[src/hw/rtl/assert_macros.svh]
`ifndef ASSERT_MACROS_SVH
`define ASSERT_MACROS_SVH

// Concurrent check on clk, off while rst_n is low.
`define ASSERT_CLK(name, prop, msg) \
    name: assert property (@(posedge clk) disable iff (!rst_n) prop) else $error(msg);

// Concurrent check on clk, also live during reset.
`define ASSERT_ALWAYS(name, prop, msg) \
    name: assert property (@(posedge clk) prop) else $error(msg);

`endif

[src/hw/rtl/adc_dip_pkg.sv]
`default_nettype none

package adc_dip_pkg;

    localparam int SAMPLE_BITS = 12;
    localparam int FRAC_BITS   = 16;
    localparam int ACC_BITS    = SAMPLE_BITS + FRAC_BITS;
    localparam int OUT_SHIFT   = 12;
    localparam int REG_BITS    = 16;
    localparam int AVG_BITS    = 16;
    localparam int COUNT_BITS  = 16;
    localparam int CFG_IDX_BITS = 2;
    localparam int PROD_BITS   = ACC_BITS + 1 + REG_BITS + 1;

    typedef logic [SAMPLE_BITS-1:0]  sample_t;
    typedef logic [ACC_BITS-1:0]     acc_t;
    typedef logic [REG_BITS-1:0]     cfg_word_t;
    typedef logic [COUNT_BITS-1:0]   count_t;
    typedef logic [CFG_IDX_BITS-1:0] cfg_idx_t;

    typedef enum logic [CFG_IDX_BITS-1:0] {
        CFG_EMA_WEIGHT   = 2'd0,
        CFG_DIP_MARGIN   = 2'd1,
        CFG_REARM_MARGIN = 2'd2
    } cfg_reg_t;

    localparam cfg_word_t EMA_WEIGHT_RST   = 16'd655;
    localparam cfg_word_t DIP_MARGIN_RST   = 16'd3640;
    localparam cfg_word_t REARM_MARGIN_RST = 16'd1092;
    localparam count_t    COUNT_MAX        = {COUNT_BITS{1'b1}};

endpackage

`default_nettype wire

[src/hw/rtl/adc_dip_detector.sv]
// A window_last item's result passes the p stage register, then the output register.
// Throughput: one item per cycle when not stalled; the average multiply-add sets the cycle.
// A last item held behind a result that is not yet taken stalls the input until it is taken.
// Items without window_last update state and produce no result.
// Reset (rst_n low, asynchronous): config and control registers return to their defaults,
// the average is unseeded, detection is armed and the next item opens a new window.
`default_nettype none

module adc_dip_detector (
    input  wire logic                      clk,
    input  wire logic                      rst_n,
    input  wire logic                      cfg_wr_en,
    input  wire adc_dip_pkg::cfg_idx_t     cfg_index,
    input  wire adc_dip_pkg::cfg_word_t    cfg_data,
    input  wire logic                      in_valid,
    output logic                           in_ready,
    input  wire adc_dip_pkg::sample_t      sample,
    input  wire logic                      window_last,
    output logic                           out_valid,
    input  wire logic                      out_ready,
    output adc_dip_pkg::sample_t           window_min,
    output adc_dip_pkg::sample_t           window_max,
    output logic [adc_dip_pkg::AVG_BITS-1:0] average_level,
    output adc_dip_pkg::count_t            dip_count
);
    import adc_dip_pkg::*;

    `include "assert_macros.svh"

    cfg_word_t ema_weight_reg;
    cfg_word_t dip_margin_reg;
    cfg_word_t rearm_margin_reg;

    acc_t    acc_reg, acc_next;
    logic    unseeded_reg;
    logic    window_start_reg;
    sample_t low_mark_reg, low_mark_next;
    sample_t high_mark_reg, high_mark_next;

    logic    p_valid_reg;
    logic    p_last_reg;
    sample_t p_sample_reg;
    acc_t    p_acc_reg;
    sample_t p_min_reg;
    sample_t p_max_reg;

    logic    armed_reg, armed_next;
    count_t  dips_reg, dips_next;

    logic    out_valid_reg;
    sample_t out_min_reg;
    sample_t out_max_reg;
    logic [AVG_BITS-1:0] out_avg_reg;
    count_t  out_dips_reg;

    logic    out_free;
    logic    p_ready;
    logic    in_fire;
    logic    p_fire;

    acc_t    s_fix;
    acc_t    acc_base;
    logic signed [ACC_BITS:0]    diff;
    logic signed [REG_BITS:0]    weight_s;
    logic signed [PROD_BITS-1:0] prod;
    logic signed [PROD_BITS-1:0] prod_rnd;
    logic signed [PROD_BITS-1:0] step;

    acc_t    p_sfix;
    logic [ACC_BITS:0] dip_lhs;
    logic [ACC_BITS:0] rearm_rhs;
    logic    dip_hit;
    logic    rearm_hit;

    assign out_free = !out_valid_reg || out_ready;
    assign p_ready  = !p_valid_reg || !p_last_reg || out_free;
    assign in_ready = p_ready;
    assign in_fire  = in_valid && in_ready;
    assign p_fire   = p_valid_reg && p_ready;

    always_ff @(posedge clk or negedge rst_n)
    begin
        if (!rst_n)
        begin
            ema_weight_reg   <= EMA_WEIGHT_RST;
            dip_margin_reg   <= DIP_MARGIN_RST;
            rearm_margin_reg <= REARM_MARGIN_RST;
        end
        else if (cfg_wr_en)
        begin
            case (cfg_index)
                CFG_EMA_WEIGHT:   ema_weight_reg   <= cfg_data;
                CFG_DIP_MARGIN:   dip_margin_reg   <= cfg_data;
                CFG_REARM_MARGIN: rearm_margin_reg <= cfg_data;
                default: ;
            endcase
        end
    end

    // average update: acc + round((s_fix - acc) * w / 2^16)
    always_comb
    begin
        s_fix    = {sample, {FRAC_BITS{1'b0}}};
        acc_base = unseeded_reg ? s_fix : acc_reg;
        diff     = $signed({1'b0, s_fix}) - $signed({1'b0, acc_base});
        weight_s = $signed({1'b0, ema_weight_reg});
        prod     = diff * weight_s;
        prod_rnd = prod + $signed(PROD_BITS'(32'sd32768));
        step     = prod_rnd >>> FRAC_BITS;
        acc_next = acc_base + step[ACC_BITS-1:0];
    end

    always_comb
    begin
        low_mark_next  = low_mark_reg;
        high_mark_next = high_mark_reg;
        if (window_start_reg)
        begin
            low_mark_next  = sample;
            high_mark_next = sample;
        end
        else
        begin
            if (sample < low_mark_reg)
            begin
                low_mark_next = sample;
            end
            if (sample > high_mark_reg)
            begin
                high_mark_next = sample;
            end
        end
    end

    always_ff @(posedge clk or negedge rst_n)
    begin
        if (!rst_n)
        begin
            acc_reg          <= '0;
            unseeded_reg     <= 1'b1;
            window_start_reg <= 1'b1;
            low_mark_reg     <= '0;
            high_mark_reg    <= '0;
            p_valid_reg      <= 1'b0;
            p_last_reg       <= 1'b0;
        end
        else
        begin
            if (in_fire)
            begin
                acc_reg          <= acc_next;
                unseeded_reg     <= 1'b0;
                window_start_reg <= window_last;
                low_mark_reg     <= low_mark_next;
                high_mark_reg    <= high_mark_next;
                p_valid_reg      <= 1'b1;
                p_last_reg       <= window_last;
            end
            else if (p_fire)
            begin
                p_valid_reg <= 1'b0;
            end
        end
    end

    always_ff @(posedge clk)
    begin
        if (in_fire)
        begin
            p_sample_reg <= sample;
            p_acc_reg    <= acc_next;
            p_min_reg    <= low_mark_next;
            p_max_reg    <= high_mark_next;
        end
    end

    // dip and re-arm checks against the updated average
    always_comb
    begin
        p_sfix    = {p_sample_reg, {FRAC_BITS{1'b0}}};
        dip_lhs   = {1'b0, p_sfix} + (ACC_BITS+1)'({dip_margin_reg, {OUT_SHIFT{1'b0}}});
        rearm_rhs = {1'b0, p_acc_reg} + (ACC_BITS+1)'({rearm_margin_reg, {OUT_SHIFT{1'b0}}});
        dip_hit   = armed_reg && (dip_lhs < {1'b0, p_acc_reg});
        rearm_hit = {1'b0, p_sfix} > rearm_rhs;
        dips_next = dips_reg;
        armed_next = armed_reg;
        if (dip_hit)
        begin
            armed_next = 1'b0;
            if (dips_reg != COUNT_MAX)
            begin
                dips_next = dips_reg + 1'b1;
            end
        end
        if (rearm_hit)
        begin
            armed_next = 1'b1;
        end
    end

    always_ff @(posedge clk or negedge rst_n)
    begin
        if (!rst_n)
        begin
            armed_reg     <= 1'b1;
            dips_reg      <= '0;
            out_valid_reg <= 1'b0;
        end
        else
        begin
            if (p_fire)
            begin
                if (p_last_reg)
                begin
                    armed_reg <= 1'b1;
                    dips_reg  <= '0;
                end
                else
                begin
                    armed_reg <= armed_next;
                    dips_reg  <= dips_next;
                end
            end
            if (p_fire && p_last_reg)
            begin
                out_valid_reg <= 1'b1;
            end
            else if (out_ready)
            begin
                out_valid_reg <= 1'b0;
            end
        end
    end

    always_ff @(posedge clk)
    begin
        if (p_fire && p_last_reg)
        begin
            out_min_reg  <= p_min_reg;
            out_max_reg  <= p_max_reg;
            out_avg_reg  <= p_acc_reg[OUT_SHIFT +: AVG_BITS];
            out_dips_reg <= dips_next;
        end
    end

    assign out_valid     = out_valid_reg;
    assign window_min    = out_min_reg;
    assign window_max    = out_max_reg;
    assign average_level = out_avg_reg;
    assign dip_count     = out_dips_reg;

    `ASSERT_CLK(a_min_le_max, out_valid_reg |-> (out_min_reg <= out_max_reg), "window min above max")
    `ASSERT_CLK(a_last_reaches_stage, in_fire && window_last |=> p_valid_reg && p_last_reg, "last item lost")
    `ASSERT_CLK(a_seed_once, !unseeded_reg |=> !unseeded_reg, "average seeded twice")
    `ASSERT_ALWAYS(a_no_result_in_reset, !rst_n |=> !out_valid_reg, "result during reset")

endmodule

`default_nettype wire
[config.mk]
export PLATFORM = sky130hd
export DESIGN_NAME = adc_dip_detector
export DESIGN_NICKNAME = d
export VERILOG_FILES = /design/src/hw/rtl/adc_dip_pkg.sv /design/src/hw/rtl/adc_dip_detector.sv
export VERILOG_INCLUDE_DIRS = /design/src /design/src/hw/rtl
export SDC_FILE = /design/constraint.sdc
export NUM_CORES = 2
export LEC_CHECK = 0
export BUFFER_PORTS_ARGS = -buffer_cell sky130_fd_sc_hd__buf_2
export CAP_MARGIN = 10
export CORE_UTILIZATION = 40
export CTS_CLUSTER_DIAMETER = 40
export DETAILED_ROUTE_END_ITERATION = 7
export PLACE_DENSITY = 0.62
export RECOVER_POWER = 25
export SLEW_MARGIN = 25
export SYNTH_ARGS = -nofsm -noshare
export SYNTH_HDL_FRONTEND = slang
export SYNTH_SLANG_ARGS = --single-unit
[constraint.sdc]
create_clock -name clk -period 11.95 [get_ports clk]
set_clock_uncertainty 0.15 [all_clocks]
set_input_delay 2.9875 -clock clk [delete_from_list [all_inputs] [get_ports clk]]
set_output_delay 2.9875 -clock clk [all_outputs]
set_load 0.02 [all_outputs]
; ---- Word-level counts from Yosys, hierarchy flattened
; Cells that the tools add are included.
[op_classes]
addsub = 6
reduce_logical = 18
n_eq_ne = 3
muxes = 15
magnitude_cmp = 4
n_mul = 1
[op_table]
columns = op, count
row1 = adder 28 x 28 -> 29 bit, 2
row2 = two-way mux 12 bit, 4
row3 = two-way mux 16 bit, 3
row4 = "adder 44 x 17 -> 44 bit, second input constant", 1
row5 = multiplier 29 x 17 -> 44 bit, 1
row6 = > comparator 28 x 29 -> 1 bit, 1
row7 = < comparator 29 x 28 -> 1 bit, 1
row8 = subtractor 28 x 28 -> 29 bit, 1
row9 = adder 28 bit, 1
row10 = two-way mux 28 bit, 1
row11 = "adder 16 x 1 -> 16 bit, second input constant", 1
row12 = "inequality test 16 bit, second input constant", 1
row13 = > comparator 12 bit, 1
row14 = < comparator 12 bit, 1
row15 = AND reduction 2 bit, 4
row16 = two-way mux 1 bit, 7
row17 = logical AND 1 bit, 4
row18 = nonzero test 2 bit, 2
row19 = logical NOT 1 bit, 3
row20 = logical OR 1 bit, 3
row21 = nonzero test 3 bit, 1
row22 = "equality test 2 x 1 -> 1 bit, second input constant", 1
row23 = "equality test 2 bit, second input constant", 1
row24 = logical NOT 2 bit, 1
[totals]
wordCells = 68
input_bits = 36
reg_bits = 242
output_inout_bits = 58

; ---- Longest topological paths before layout
[logic_depth]
ltp_word = 6
depth_mapped = 49
mapped_depth_nobuf = 43

; ---- Worst setup path before layout
; OpenSTA, ideal clock, no wires.
[synth_path]
path_type = input to register
startpoint = input sample[0]
endpoint = register p_acc_reg[27], data pin
stages = 42
required_ns = 11.537
path_slack_ns = -0.239
arrival_time_ns = 11.776
n_path_buf = 1
setup_time_ns = 0.263
cell_sequence = mux2i_1 ha_1 o21ai_1 o31ai_1 a21o_1 a21o_1 a21oi_1 o21ai_1 o41ai_2 xnor2_2 buf_2 and2_1 fa_1 inv_1 fa_1 fa_1 inv_1 fa_1 [6 not listed] nor2_1 a211oi_1 o31ai_2 a211oi_1 o21bai_1 a31oi_1 xnor2_1 ha_1 o21a_1 o21a_1 nand2_1 o21ai_0 a211oi_1 o21ai_1 and3_1 o21a_1 a211oi_1 nor2_1
[synth_via]
elab_chain_len = 5
[synth_rtl]
columns = item, line
row1 = start: declaration, adc_dip_detector.sv:17  ; input wire adc_dip_pkg::sample_t sample,
row2 = two-way mux 28 bit, adc_dip_detector.sv:104  ; acc_base = unseeded_reg ? s_fix : acc_reg;
row3 = subtractor 28 x 28 -> 29 bit, adc_dip_detector.sv:105  ; diff = $signed({1'b0, s_fix}) - $signed({1'b0, acc_base});
row4 = multiplier 29 x 17 -> 44 bit, adc_dip_detector.sv:107  ; prod = diff * weight_s;
row5 = adder 44 x 17 -> 44 bit, adc_dip_detector.sv:108  ; prod_rnd = prod + $signed(PROD_BITS'(32'sd32768));
row6 = adder 28 bit (*), adc_dip_detector.sv:110  ; acc_next = acc_base + step[ACC_BITS-1:0];
row7 = net acc_next[27], adc_dip_detector.sv:34  ; acc_t acc_reg, acc_next;
row8 = end signal: assignment, adc_dip_detector.sv:171  ; p_acc_reg <= acc_next;
row9 = end: declaration, adc_dip_detector.sv:43  ; acc_t p_acc_reg;
; The timed path passes the listed nets; every way through them passes the cells marked *.
; A chain may end at the register's enable or synchronous reset.

; ---- Worst setup path after layout
; Same ends and word-level chain as after synthesis.

==> flow_summary.yaml <==
worst_hold_path:
  hp-class: "reg -> reg"
die:
  initial_core_util_pct: 40.59
  fp.dieArea_um2: 75500
  die_w_um: 274.8
  core_um2: 73330
  rows: 99
  io_pins: 94
  chipHeight_um: 274.8
sta:
  rsz0062_at_grt: "yes"
  fmax_ghz: 0.08440
  worst_slew_pin_slew_ns: 1.032
  drv_slew: 0
  slew_headroom_pct: 31.21
  final-hold-violation-count: 0
  finalCriticalPeriod_ns: 11.85
  setup_violations: 0
  post-route-period-util_pct: 99.15
  tns_ns: 0
run:
  cap_viol_max_count: 0
synth:
  synth_top_cell_area_share_pct: 29.39
  ys_warn_count: 0
  yosys_register_bits: 242
  syn_nets: 3744
  yosysMostFrequentCell: "inv_1"
  synthesis.area_um2: 29760
  synth.largest_area_cell: "fa_1"
  synthFlopType: "edfxtp_1"
  syn_inst: 3018
  seq_area_frac_synth_pct: 22.44
  synth_area_leaders: "fa_1, edfxtp_1, ha_1"
  avgSynthCellArea_um2: 9.862
  synth_edf_count: 120
  synth_cell_type_count: 79
  async_flop_share_pct: 50.41
  synth_common_cells: "inv_1, fa_1, nand2_1"
clock_tree:
  cts_tree: "yes"
  clk_pin_slew_ns: 0.06
  clockRootBuffer: "clkbuf_16"
  cts_buffers: 34
  clk_latency_ns: 0.53
  h-tree-depth: 2
  clk_path_buf_depth: 3
  cts_num_sinks: 242
  hold_buffers: 0
placement:
  dp_hpwl_um: 59510
  io_buffers: 93
  gp_congestion: 0.8866
outcome:
  status: "finished, violations left"
  violations: "design-rule violations"
global_route:
  grt_pass1_wl_um: 122400
  grt_max_degree: 82
  overflow: 0
  grt.total_usage_pct: 20.74
  first_global_vias: 22737
  antenna_found_initial: 5
critical_path:
  cp.required_ns: 12.08
  crit_buf_inv: 7
  crit_top_cell: "fa_1"
  crit_arrival_ns: 11.98
  end_kind: "register"
  crit_path_max_incr_delay_ns: 0.53
  cp_slowest_cell: "fa_1"
  critical-path-top-delay-family: "adder cells"
  crit_fanout: 5
  crit_type: "in -> reg"
  critPathLaunchType: "input pin"
drt:
  drc_errors: 10
  wl_per_cell_um: 17.66
  antenna_left: 0
  via_count: 21401
  drt-total-wl_um: 75670
  drt_iter0_markers: 1218
  via_per_inst: 4.996
  first_pass_iters: 8
layout:
  final_layout_size_suffix_gt1_share_pct: 18.36
  num-fill-cells: 6910
  area_delta_synth_final_pct: 16.22
  fin_nets: 4022
[worst reg2reg max path, delay by kind of cell (launching register included)]
kind	cells	cell delay, ns
compound gates	14	2.76
flops	1	0.57
buf+inv	9	1.40
xor+xnor	1	0.13
simple gates	10	1.67
fa+ha+maj	8	3.52
[kinds of logic (layout without fill, tap and decap cells)]
family | count (synthesis) | count (layout) | share of synthesized area (%)
DFF | 242 | 242 | 22.44
xor gates and xnor gates | 115 | 115 | 3.460
and+or+nand+nor | 822 | 822 | 13.73
adders and majority gates | 690 | 690 | 40.03
buffers and inverters | 716 | 1020 | 9.072
AOI/OAI and AO/OA | 316 | 316 | 6.907
other | 0 | 3 | 0
muxes | 117 | 117 | 4.368
[cells in the final DEF (no fill, tap or decap), drive strengths merged, types with 4 or more instances in the layout]
cell type  count
a21oi         90
o31ai         13
nand3         23
nor3          31
inv          618
fa           437
ha           253
a21o          38
nor4           7
a41oi          6
and4           4
dfstp         18
a211oi        14
buf          347
o21ai         72
dfrtp        104
mux2i         14
nand2        343
clkinv        12
xor2          32
o211ai         9
and2         246
o21bai        12
or3           13
nor2          76
clkbuf        37
edfxtp       120
nand2b        11
a31oi          9
nor2b         28
and3          14
nand4         14
mux2         103
xnor2         83
o21a          14
o41ai          4
a2111oi        4
[final timing paths]
path / startpoint / to / slack [ns] / cells past startpoint
setup / recovery: sample[0] / p_acc_reg[27]$_DFFE_PP_ / 0.10 / 43
hold / removal: p_min_reg[9]$_DFFE_PP_ / window_min[9]$_DFFE_PP_ / 0.27 / 0
setup reg to reg: unseeded_reg$_DFFE_PN1P_ / p_acc_reg[27]$_DFFE_PP_ / 1.47 / 42
hold reg to reg: p_min_reg[9]$_DFFE_PP_ / window_min[9]$_DFFE_PP_ / 0.27 / 0
max in group asynchronous: rst_n / ema_weight_reg[12]$_DFFE_PN0P_ / 8.11 / 2
min in group asynchronous: rst_n / dips_reg[10]$_DFFE_PN0P_ / 2.37 / 1
[per-layer routing]
layer  track usage [%]  vias up  routed length (µm)
met4             5.379        4                1810
met3             2.950      112                3436
met5                 0        -                  27
li1                  -    10060                   -
met2             35.31      415               36670
met1             27.67    10810               33730
[layout make-up]
class	count	area, µm²	area share [%]
clock buffers	36	858.3	2.481
clock inverters	26	336.6	0.9730
multi-input cells	2060	20770	60.06
inverters	610	2292	6.626
well taps	959	1200	3.469
flip-flops and latches	242	6685	19.33
diodes	3	7.507	0.02170
repair buffers	348	2437	7.046
[metrics by stage]
step	hold WS [ns]	worst slack [ns]	cells	cell area (µm²)	utilization (%)
final	0.2658	0.1013	4284	34590	47.17
after global routing	0.2728	-0.2498	4282	34590	47.17
after CTS	0.2679	0.002717	4271	34170	46.60
after detailed placement	0.2552	-0.6818	4208	32960	44.94
after global placement	0.2508	-0.5357	4207	32940	44.92
after floorplan	0.2503	0.001076	3018	29800	-
[timing repair]
item                                    4_1_cts  5_1_grt
pin swaps                                     2       69
setup buffers                                 1       13
endpoints found under the setup margin        2       16
gates resized for setup                       3       66
Power is left out: the tool's default activity adds up to more than one toggle a clock period on the data nets, which glitch-free logic cannot reach.
